==> src/chpd_pkg.sv <==
// Shared types and constants for the checksum hunt packet deframer.
// No dependencies; imported by every other file of the block.
`default_nettype none

package chpd_pkg;

  localparam int PACKET_BYTES    = 24;
  localparam int PACKET_W        = PACKET_BYTES * 8;
  localparam int FILL_W          = $clog2(PACKET_BYTES);
  localparam int MAX_TEXT_BLOCKS = 256;
  localparam int BLOCK_W         = $clog2(MAX_TEXT_BLOCKS);
  localparam int MARKED_W        = BLOCK_W + 1;

  localparam int HDR_COUNT_BYTE  = 20;
  localparam int BODY_BLOCK_BYTE = 1;

  localparam logic [7:0] SKIP_MAX = 8'hff;

  localparam logic [3:0] NIB_STROKE      = 4'h0;
  localparam logic [3:0] NIB_STROKE_ALT  = 4'h3;
  localparam logic [3:0] NIB_STATUS      = 4'h1;
  localparam logic [3:0] NIB_TIMING      = 4'h2;
  localparam logic [3:0] NIB_TEXT_HEADER = 4'ha;
  localparam logic [3:0] NIB_TEXT_BODY   = 4'hb;

  typedef enum logic [2:0] {
    KIND_STROKE      = 3'd0,
    KIND_STATUS      = 3'd1,
    KIND_TIMING      = 3'd2,
    KIND_TEXT_HEADER = 3'd3,
    KIND_TEXT_BODY   = 3'd4,
    KIND_UNKNOWN     = 3'd5
  } kind_e;

  // packet found by the checksum hunt
  typedef struct packed {
    logic [7:0]          skip;
    logic [PACKET_W-1:0] bytes;
  } pkt_t;

  // decoded result
  typedef struct packed {
    logic [7:0]          skip;
    logic                ready;
    kind_e               kind;
    logic [PACKET_W-1:0] bytes;
  } result_t;

endpackage

`default_nettype wire

==> src/checksum_hunt_packet_deframer_unit.sv <==
// Top level of the checksum hunt packet deframer.
// Depends on chpd_pkg, chpd_window and chpd_text.
//
// Input stream: one link byte per request on s_axis_tdata; s_axis_tuser set
// marks a restart request, which empties the window and the skip count and
// drops its byte. Every byte is appended to a 24-byte window; when the full
// window sums to zero mod 256 it is emitted as a packet and the window empties,
// otherwise the oldest byte is dropped and the saturating skip count grows.
// Output stream: one request per packet, with the packet kind on m_axis_tuser.
// Throughput: one byte per cycle while s_axis_tready is high; the window and
// checksum update are registered. A completed packet passes the window result
// register, then the decode and text-block register, which is the output
// register.
// Reset clears the window, skip count, text block count and all block flags;
// no result is pending afterwards.
// When the receiver stalls, one packet waits in the output register and one
// in the window result register; while the window result register holds a
// packet that the decode stage cannot take, s_axis_tready is low.
`default_nettype none

module checksum_hunt_packet_deframer_unit (
  input  logic         clk_i,
  input  logic         rst_ni,
  input  logic         s_axis_tvalid,
  output logic         s_axis_tready,
  input  logic [7:0]   s_axis_tdata,   // in_byte
  input  logic         s_axis_tuser,   // restart
  output logic         m_axis_tvalid,
  input  logic         m_axis_tready,
  // bytes_low, bytes_mid, bytes_high, message_ready, skipped_bytes, zero pad
  output logic [207:0] m_axis_tdata,
  output logic [2:0]   m_axis_tuser    // packet_kind
);
  import chpd_pkg::*;

  logic    pkt_valid;
  logic    pkt_ready;
  pkt_t    pkt;
  result_t res;

  chpd_window u_window (
    .clk_i      (clk_i),
    .rst_ni     (rst_ni),
    .valid_i    (s_axis_tvalid),
    .ready_o    (s_axis_tready),
    .byte_i     (s_axis_tdata),
    .restart_i  (s_axis_tuser),
    .pkt_valid_o(pkt_valid),
    .pkt_ready_i(pkt_ready),
    .pkt_o      (pkt)
  );

  chpd_text u_text (
    .clk_i      (clk_i),
    .rst_ni     (rst_ni),
    .pkt_valid_i(pkt_valid),
    .pkt_ready_o(pkt_ready),
    .pkt_i      (pkt),
    .out_valid_o(m_axis_tvalid),
    .out_ready_i(m_axis_tready),
    .res_o      (res)
  );

  assign m_axis_tdata = {7'd0, res.skip, res.ready, res.bytes};
  assign m_axis_tuser = res.kind;

endmodule

`default_nettype wire

==> src/chpd_window.sv <==
// Byte window with running checksum; hunts for a zero-sum packet.
// Depends on chpd_pkg. Holds one found packet in its result register.
`default_nettype none

module chpd_window (
  input  logic          clk_i,
  input  logic          rst_ni,
  input  logic          valid_i,
  output logic          ready_o,
  input  logic [7:0]    byte_i,
  input  logic          restart_i,
  output logic          pkt_valid_o,
  input  logic          pkt_ready_i,
  output chpd_pkg::pkt_t pkt_o
);
  import chpd_pkg::*;

  localparam int LAST = PACKET_BYTES - 1;

  logic [7:0]        win_q [PACKET_BYTES];
  logic [7:0]        win_d [PACKET_BYTES];
  logic [7:0]        full_win [PACKET_BYTES];
  logic [FILL_W-1:0] fill_q, fill_d;
  logic [7:0]        sum_q, sum_d;
  logic [7:0]        skip_q, skip_d;
  logic              pkt_valid_q, pkt_valid_d;
  pkt_t              pkt_q, pkt_d;

  logic       accept;
  logic       full;
  logic [7:0] sum_new;

  assign ready_o     = !pkt_valid_q || pkt_ready_i;
  assign accept      = valid_i && ready_o;
  assign full        = (fill_q == FILL_W'(LAST));
  assign sum_new     = sum_q + byte_i;
  assign pkt_valid_o = pkt_valid_q;
  assign pkt_o       = pkt_q;

  always_comb begin
    for (int i = 0; i < LAST; i++) begin
      full_win[i] = win_q[i];
    end
    full_win[LAST] = byte_i;
  end

  always_comb begin
    win_d       = win_q;
    fill_d      = fill_q;
    sum_d       = sum_q;
    skip_d      = skip_q;
    pkt_d       = pkt_q;
    pkt_valid_d = pkt_valid_q && !pkt_ready_i;
    if (accept) begin
      if (restart_i) begin
        fill_d = '0;
        sum_d  = '0;
        skip_d = '0;
      end else if (!full) begin
        for (int i = 0; i < PACKET_BYTES; i++) begin
          if (fill_q == FILL_W'(i)) begin
            win_d[i] = byte_i;
          end
        end
        fill_d = fill_q + FILL_W'(1);
        sum_d  = sum_new;
      end else if (sum_new != 8'd0) begin
        // drop oldest byte, keep hunting
        for (int i = 0; i < LAST; i++) begin
          win_d[i] = full_win[i+1];
        end
        sum_d = sum_new - win_q[0];
        if (skip_q != SKIP_MAX) begin
          skip_d = skip_q + 8'd1;
        end
      end else begin
        for (int i = 0; i < PACKET_BYTES; i++) begin
          pkt_d.bytes[8*i +: 8] = full_win[i];
        end
        pkt_d.skip  = skip_q;
        pkt_valid_d = 1'b1;
        fill_d      = '0;
        sum_d       = '0;
        skip_d      = '0;
      end
    end
  end

  always_ff @(posedge clk_i or negedge rst_ni) begin
    if (!rst_ni) begin
      fill_q      <= '0;
      sum_q       <= '0;
      skip_q      <= '0;
      pkt_valid_q <= 1'b0;
    end else begin
      fill_q      <= fill_d;
      sum_q       <= sum_d;
      skip_q      <= skip_d;
      pkt_valid_q <= pkt_valid_d;
    end
  end

  always_ff @(posedge clk_i) begin
    win_q <= win_d;
    pkt_q <= pkt_d;
  end

endmodule

`default_nettype wire

==> src/chpd_text.sv <==
// Packet kind decode and text block bookkeeping, plus the output register.
// Depends on chpd_pkg; fed by chpd_window.
`default_nettype none

module chpd_text (
  input  logic              clk_i,
  input  logic              rst_ni,
  input  logic              pkt_valid_i,
  output logic              pkt_ready_o,
  input  chpd_pkg::pkt_t    pkt_i,
  output logic              out_valid_o,
  input  logic              out_ready_i,
  output chpd_pkg::result_t res_o
);
  import chpd_pkg::*;

  logic [MAX_TEXT_BLOCKS-1:0] seen_q, seen_d;
  logic [7:0]                 total_q, total_d;
  logic [MARKED_W-1:0]        marked_q, marked_d;
  logic                       out_valid_q, out_valid_d;
  result_t                    res_q, res_d;

  logic             take;
  logic [3:0]       nib;
  logic [7:0]       hdr_count;
  logic [7:0]       blk_num;
  logic [BLOCK_W-1:0] blk;
  logic             blk_ok;

  assign pkt_ready_o = !out_valid_q || out_ready_i;
  assign take        = pkt_valid_i && pkt_ready_o;
  assign nib         = pkt_i.bytes[3:0];
  assign hdr_count   = pkt_i.bytes[8*HDR_COUNT_BYTE +: 8];
  assign blk_num     = pkt_i.bytes[8*BODY_BLOCK_BYTE +: 8];
  assign blk         = BLOCK_W'(blk_num - 8'd1);
  assign blk_ok      = (blk_num != 8'd0) && ({1'b0, blk} < {1'b0, total_q});
  assign out_valid_o = out_valid_q;
  assign res_o       = res_q;

  always_comb begin
    seen_d      = seen_q;
    total_d     = total_q;
    marked_d    = marked_q;
    res_d       = res_q;
    out_valid_d = out_valid_q && !out_ready_i;
    if (take) begin
      res_d.bytes = pkt_i.bytes;
      res_d.skip  = pkt_i.skip;
      out_valid_d = 1'b1;
      case (nib)
        NIB_STROKE, NIB_STROKE_ALT: begin
          res_d.kind  = KIND_STROKE;
          res_d.ready = 1'b1;
        end
        NIB_STATUS: begin
          res_d.kind  = KIND_STATUS;
          res_d.ready = 1'b1;
        end
        NIB_TIMING: begin
          res_d.kind  = KIND_TIMING;
          res_d.ready = 1'b1;
        end
        NIB_TEXT_HEADER: begin
          res_d.kind  = KIND_TEXT_HEADER;
          total_d     = hdr_count;
          seen_d      = '0;
          marked_d    = '0;
          res_d.ready = (hdr_count == 8'd0);
        end
        NIB_TEXT_BODY: begin
          res_d.kind = KIND_TEXT_BODY;
          if (blk_ok && !seen_q[blk]) begin
            seen_d[blk] = 1'b1;
            marked_d    = marked_q + MARKED_W'(1);
          end
          res_d.ready = (marked_d == MARKED_W'(total_q));
        end
        default: begin
          res_d.kind  = KIND_UNKNOWN;
          res_d.ready = 1'b0;
        end
      endcase
    end
  end

  always_ff @(posedge clk_i or negedge rst_ni) begin
    if (!rst_ni) begin
      seen_q      <= '0;
      total_q     <= '0;
      marked_q    <= '0;
      out_valid_q <= 1'b0;
    end else begin
      seen_q      <= seen_d;
      total_q     <= total_d;
      marked_q    <= marked_d;
      out_valid_q <= out_valid_d;
    end
  end

  always_ff @(posedge clk_i) begin
    res_q <= res_d;
  end

endmodule

`default_nettype wire

==> config.mk <==
export PLATFORM = sky130hd
export DESIGN_NAME = checksum_hunt_packet_deframer_unit
export DESIGN_NICKNAME = d
export VERILOG_FILES = /design/src/chpd_pkg.sv /design/src/checksum_hunt_packet_deframer_unit.sv /design/src/chpd_window.sv /design/src/chpd_text.sv
export SDC_FILE = /design/constraint.sdc
export NUM_CORES = 1
export LEC_CHECK = 0
export CAP_MARGIN = 20
export CORE_ASPECT_RATIO = 1.25
export CORE_UTILIZATION = 65
export CTS_BUF_LIST = sky130_fd_sc_hd__clkbuf_2 sky130_fd_sc_hd__clkbuf_4 sky130_fd_sc_hd__clkbuf_8
export CTS_CLUSTER_DIAMETER = 60
export DETAILED_ROUTE_END_ITERATION = 12
export DONT_BUFFER_PORTS = 1
export HOLD_SLACK_MARGIN = 0.05
export PLACE_DENSITY = 0.82
export SYNTH_ARGS = -nofsm -noshare
export SYNTH_HDL_FRONTEND = slang
export SYNTH_SLANG_ARGS = --single-unit
==> constraint.sdc <==
create_clock -name clk_i -period 25.6 [get_ports clk_i]
set_input_delay 3.84 -clock clk_i [delete_from_list [all_inputs] [get_ports clk_i]]
set_output_delay 3.84 -clock clk_i [all_outputs]
set_load 0.01 [all_outputs]
==> results <==
- The number of flops mapped to enable cells by yosys is ~590.
- The xor and xnor area share after synthesis is 0.888%.
- The sequential fraction of the synthesis area is 72.6%.
- Power spread over the standard cell area amounts to roughly 75 nW/µm².
- During synthesis, Yosys emitted a total of 0 warnings.
- After synthesis, the share of cell area in mux cells is 4.49%.
- The proportion of power drawn by the clock network is 42.5%.
- The number of flip-flops and latches in the synthesized netlist is 884.
- The number of gates resized after cts is 0.
- The floorplan step set the die width to roughly 210 µm.
- The placed instances occupy a cell area of about 35000 µm².
- Synthesis produced a netlist whose cell count is 2521.
- On the final layout, the worst clock skew is about 0.053 ns.
- In this run, the number of DRC markers left after iteration 0 of detailed routing was 2461.
- Broken down by cell family, the worst path's largest delay share belongs to simple AND/OR/NAND/NOR gates.
- The core region is 52600 µm².
- Setup repair after global routing left no endpoint under its margin.
- The type of destination of the critical path is an output pin.
- The filler cells instantiated in the layout total about 3100.
- The layout cell share with drive strength beyond 1 is between 10% and 20%.
- In this run the power spent charging and discharging nets is 0.610 mW.
- The longest individual stage delay on the worst path is 0.31 ns.
- The buffer cell driving the clock tree root is clkbuf_8.
- The cell at the slowest stage of the critical path is nand3b_1.
- The data arrival time of the critical path is 4.15 ns.
- Entering global routing, the biggest net connects 297 pins.
- Clock-pin slew was measured on the worst setup and hold paths at 0.07 ns.
- The analysis attributes to cell leakage a power of 14.8 nW.
- The first global-routing pass estimated between 100000 and 150000 µm of wire.
- The number of antenna-violating nets in the routed design is 0.
- The signal on the critical path passes through nand3b_1.
- The flop-to-flop setup slack is 19.15 ns.
- Along the worst path, the maximum fanout reaches 4.
- The worst register-to-register path begins at u_window.pkt_o[8].
- The area growth from synthesis to layout is 9.24%.
- The via count of the first global-routing pass is 21200.
- In the final routed layout, each cell accounts on average for 25.8 µm.
- The last element of the critical path is s_axis_tready.
- The flow ran to the end, and the final reports show no timing, DRC or antenna violations.
- In this run switching power makes up 21.6% of total power.
- The net count reported at finish is 2546.
- The actual transition at the worst max-transition pin is between 1 and 1.5 ns.
- The number of instances in the placed design is 3046.
- The length of the first detailed-routing pass in iterations is 9.
- The netlist uses 74 different library cells.
- The site row count is 94.
- The start point of the critical path is m_axis_tready.
- The fmax is roughly 130 MHz.
- The power share of the sequential group is 54.3%.
- The count of unresolved DRC violations after routing is 0.
- Cells fill 71.7% of the core in the end.
- IR analysis of the VDD net gives a maximum drop of 64.3 µV.
- The startpoint type of the worst setup path is an input port.
- The overall die height is 260 µm.
- The hold buffer count at CTS is 0.
- Max-cap violations in this run came to 0.
- The initial antenna violation count is 3.
- The finished cells cover ~38000 µm².
- The most used flip-flop cell after synthesis is edfxtp_1.
- The share of synthesized cell area in full adder, half adder and majority cells is under 10%.
- For this design the top-level I/O count stands at 226.
- Once layout is complete, the cells apart from fillers number 3279.
- For this block, the via count after detailed routing is 21500.
- The mean number of vias per cell is 6.55.
- The worst min-delay path category is reg -> reg.
- The die area is around 54000 µm².
- The number of max-slew violations in the final report is 0.
- The routability congestion estimate from global placement is 0.890.
- The instance count on the critical path is 1.
- The netlist area before placement is 34500 µm².
- The count of buffers from port buffering is 0.
- Dividing the final minimum period by the clock period gives 31.2%.
- The number of setup buffers added after CTS is 0.
- Setup violations remaining at the end of the flow were counted as 0.
- Summed over all failing endpoints, the final setup total negative slack is 0 ns.
- The number of buffers and inverters on the critical path is 0.
- For this design, the sink count on the clock tree is 884.
- The capture instance of the worst register-to-register path is u_text.seen_q[80].
- The area fraction in compound gates after synthesis is 8.01%.
- The deepest level of the CTS H-tree is 3.
- Cell internal power was estimated by the tool at 2.21 mW.
- Of the total synthesized cell area, the portion taken by AND, OR, NAND and NOR gates is approximately a tenth.
- TritonCTS created 118 clock buffers.
- The per-instance average area after synthesis is 13.7 µm².
- For the worst-skew pair, the clock arrives at the later sink with an insertion delay of 0.77 ns.
- The worst endpoint required time is 21.76 ns.
- The critical path is of the in -> out type.
- The HPWL after detailed placement is 51800 µm.
- The worst slew margin relative to its limit is 4.49%.
- The cell count of the worst reg-to-reg path is 13.
- The maximum count of clock buffers along a single path is 3.
- The aggregate global-route resource usage is a little under a third.
- The main combinational cell family by area after synthesis is simple AND/OR/NAND/NOR gates.
- The total wire length after detailed routing is 84500 µm.
- TritonCTS built the clock tree.
- The initial utilization of the core area, before any placement, comes to between 60% and 70%.
- The total power draw is 2.82 mW.
- Counting flops with an async set or reset pin after synthesis yields a share of 33.5%.
- The part of the power in combinational logic is 3.2%.
- The final critical path time including I/O delays and setup is 7.99 ns.
- The remaining global-route overflow is 0.
- The hold violation count in the final report came to 0.
[stage by stage]
step           hold WS (ns)  worst slack [ns]
6_report              0.412             17.61
3_5_place_dp          0.405             17.38
2_1_floorplan         0.400              5.00
4_1_cts               0.416             17.63
3_3_place_gp          0.404             17.43
5_1_grt               0.425             17.61
[routing by layer]
layer	GRT usage, %	share of wire (%)	up-vias
met5	0	0.015	-
met4	19.3	5.5	2
met3	8.27	10	278
met2	51.6	50	1332
met1	36.5	34	10800
li1	-	-	9101
[cell families (layout without fill, tap and decap cells)]
family,Yosys count,in the layout
buffers and inverters,215,293
XOR/XNOR,35,35
AO/OA/AOI/OAI,426,426
adder cells (fa/ha/maj),34,34
other,1,9
flip-flops,884,884
multiplexers,74,74
AND/OR/NAND/NOR,852,852
[layout by cell type (no fill, tap or decap), drive strengths merged, types with 7 or more instances in the layout]
cell | netlist | final
a31oi | 183 | 183
ha | 32 | 32
a21o | 9 | 9
a22o | 17 | 17
nand3 | 15 | 15
a21oi | 122 | 122
a222oi | 11 | 11
xor2 | 11 | 11
clkinv | 1 | 49
edfxtp | 588 | 588
mux2 | 7 | 7
nor2 | 328 | 328
and2 | 16 | 16
bufinv | 0 | 12
inv | 33 | 38
mux4 | 64 | 64
a211oi | 7 | 7
nor3 | 12 | 12
dfrtp | 296 | 296
a22oi | 11 | 11
o21ai | 26 | 26
conb | 1 | 7
nand2 | 425 | 425
xnor2 | 24 | 24
buf | 56 | 33
nand2b | 10 | 10
clkbuf | 125 | 160
nor4 | 8 | 8
[cell type report]
| cell class | count | area, µm² | area share, % |
|---|---|---|---|
| timing repair buffer | 33 | 319 | 0.846 |
| antenna | 2 | 5.00 | 0.0133 |
| inverter | 34 | 128 | 0.338 |
| multi-input combinational | 1428 | 8640 | 22.9 |
| clock inverter | 66 | 662 | 1.75 |
| tap | 672 | 841 | 2.23 |
| clock buffer | 160 | 2060 | 5.46 |
| sequential | 884 | 25100 | 66.4 |
[sequential cells by signal, summed over array words and instances (netlist names)]
signal / cells
u_window.pkt_o: 200
u_window.sum_q: 8
u_window.pkt_valid_o: 1
u_text.seen_q: 256
u_text.marked_q: 9
u_text.out_valid_o: 1
u_window.full_win: 184
u_window.fill_q: 5
u_text.total_q: 8
u_text.res_o: 204
u_window.skip_q: 8
[how the worst min path moves through the flow]
stage | slack (ns) | startpoint | cells past startpoint | to
CTS | 0.42 | u_window.pkt_o[59] | 0 | u_text.res_o[59]
floorplan | 0.40 | u_window.pkt_o[100] | 0 | u_text.res_o[100]
finish | 0.41 | u_window.pkt_o[6] | 0 | u_text.res_o[6]
global route | 0.42 | u_window.pkt_o[68] | 0 | u_text.res_o[68]
global placement | 0.40 | u_window.pkt_o[67] | 0 | u_text.res_o[67]
detailed placement | 0.40 | u_window.pkt_o[77] | 0 | u_text.res_o[77]
[synthesized netlist by cell type, types with 16 or more instances]
master	n	area share [%]
clkbuf_1	125	1.4
o21ai_0	23	0.33
buf_1	16	0.17
a21oi_1	121	1.8
mux4_2	64	4.2
ha_1	32	1.2
xnor2_1	24	0.61
a22o_1	17	0.43
buf_2	23	0.33
inv_1	33	0.36
nor2_1	327	3.6
a31oi_1	183	3.3
dfrtp_1	296	21
nand2_1	424	4.6
edfxtp_1	588	51
[worst register-to-register path, cell delays in order (launching register included)]
cell,delay [ns]
edfxtp_1,0.35
buf_4,0.71
buf_4,0.70
mux4_2,0.60
a222oi_1,0.39
a21oi_1,0.17
nor4_2,0.71
o211a_1,0.33
nand2_4,0.22
a21oi_4,0.21
buf_4,0.51
buf_4,0.98
a31oi_1,0.28
nor2_1,0.18
[power groups by stage]
stage          logic (mW)  clock network, mW  registers (mW)
2_1_floorplan      0.0674                  0            1.56
3_3_place_gp       0.0849                  0            1.56
3_5_place_dp       0.0883                  0            1.56
4_1_cts            0.0896               1.20            1.53
5_1_grt             0.100               1.26            1.53
6_report           0.0910               1.20            1.53
Power figures use the tool's default switching activity.
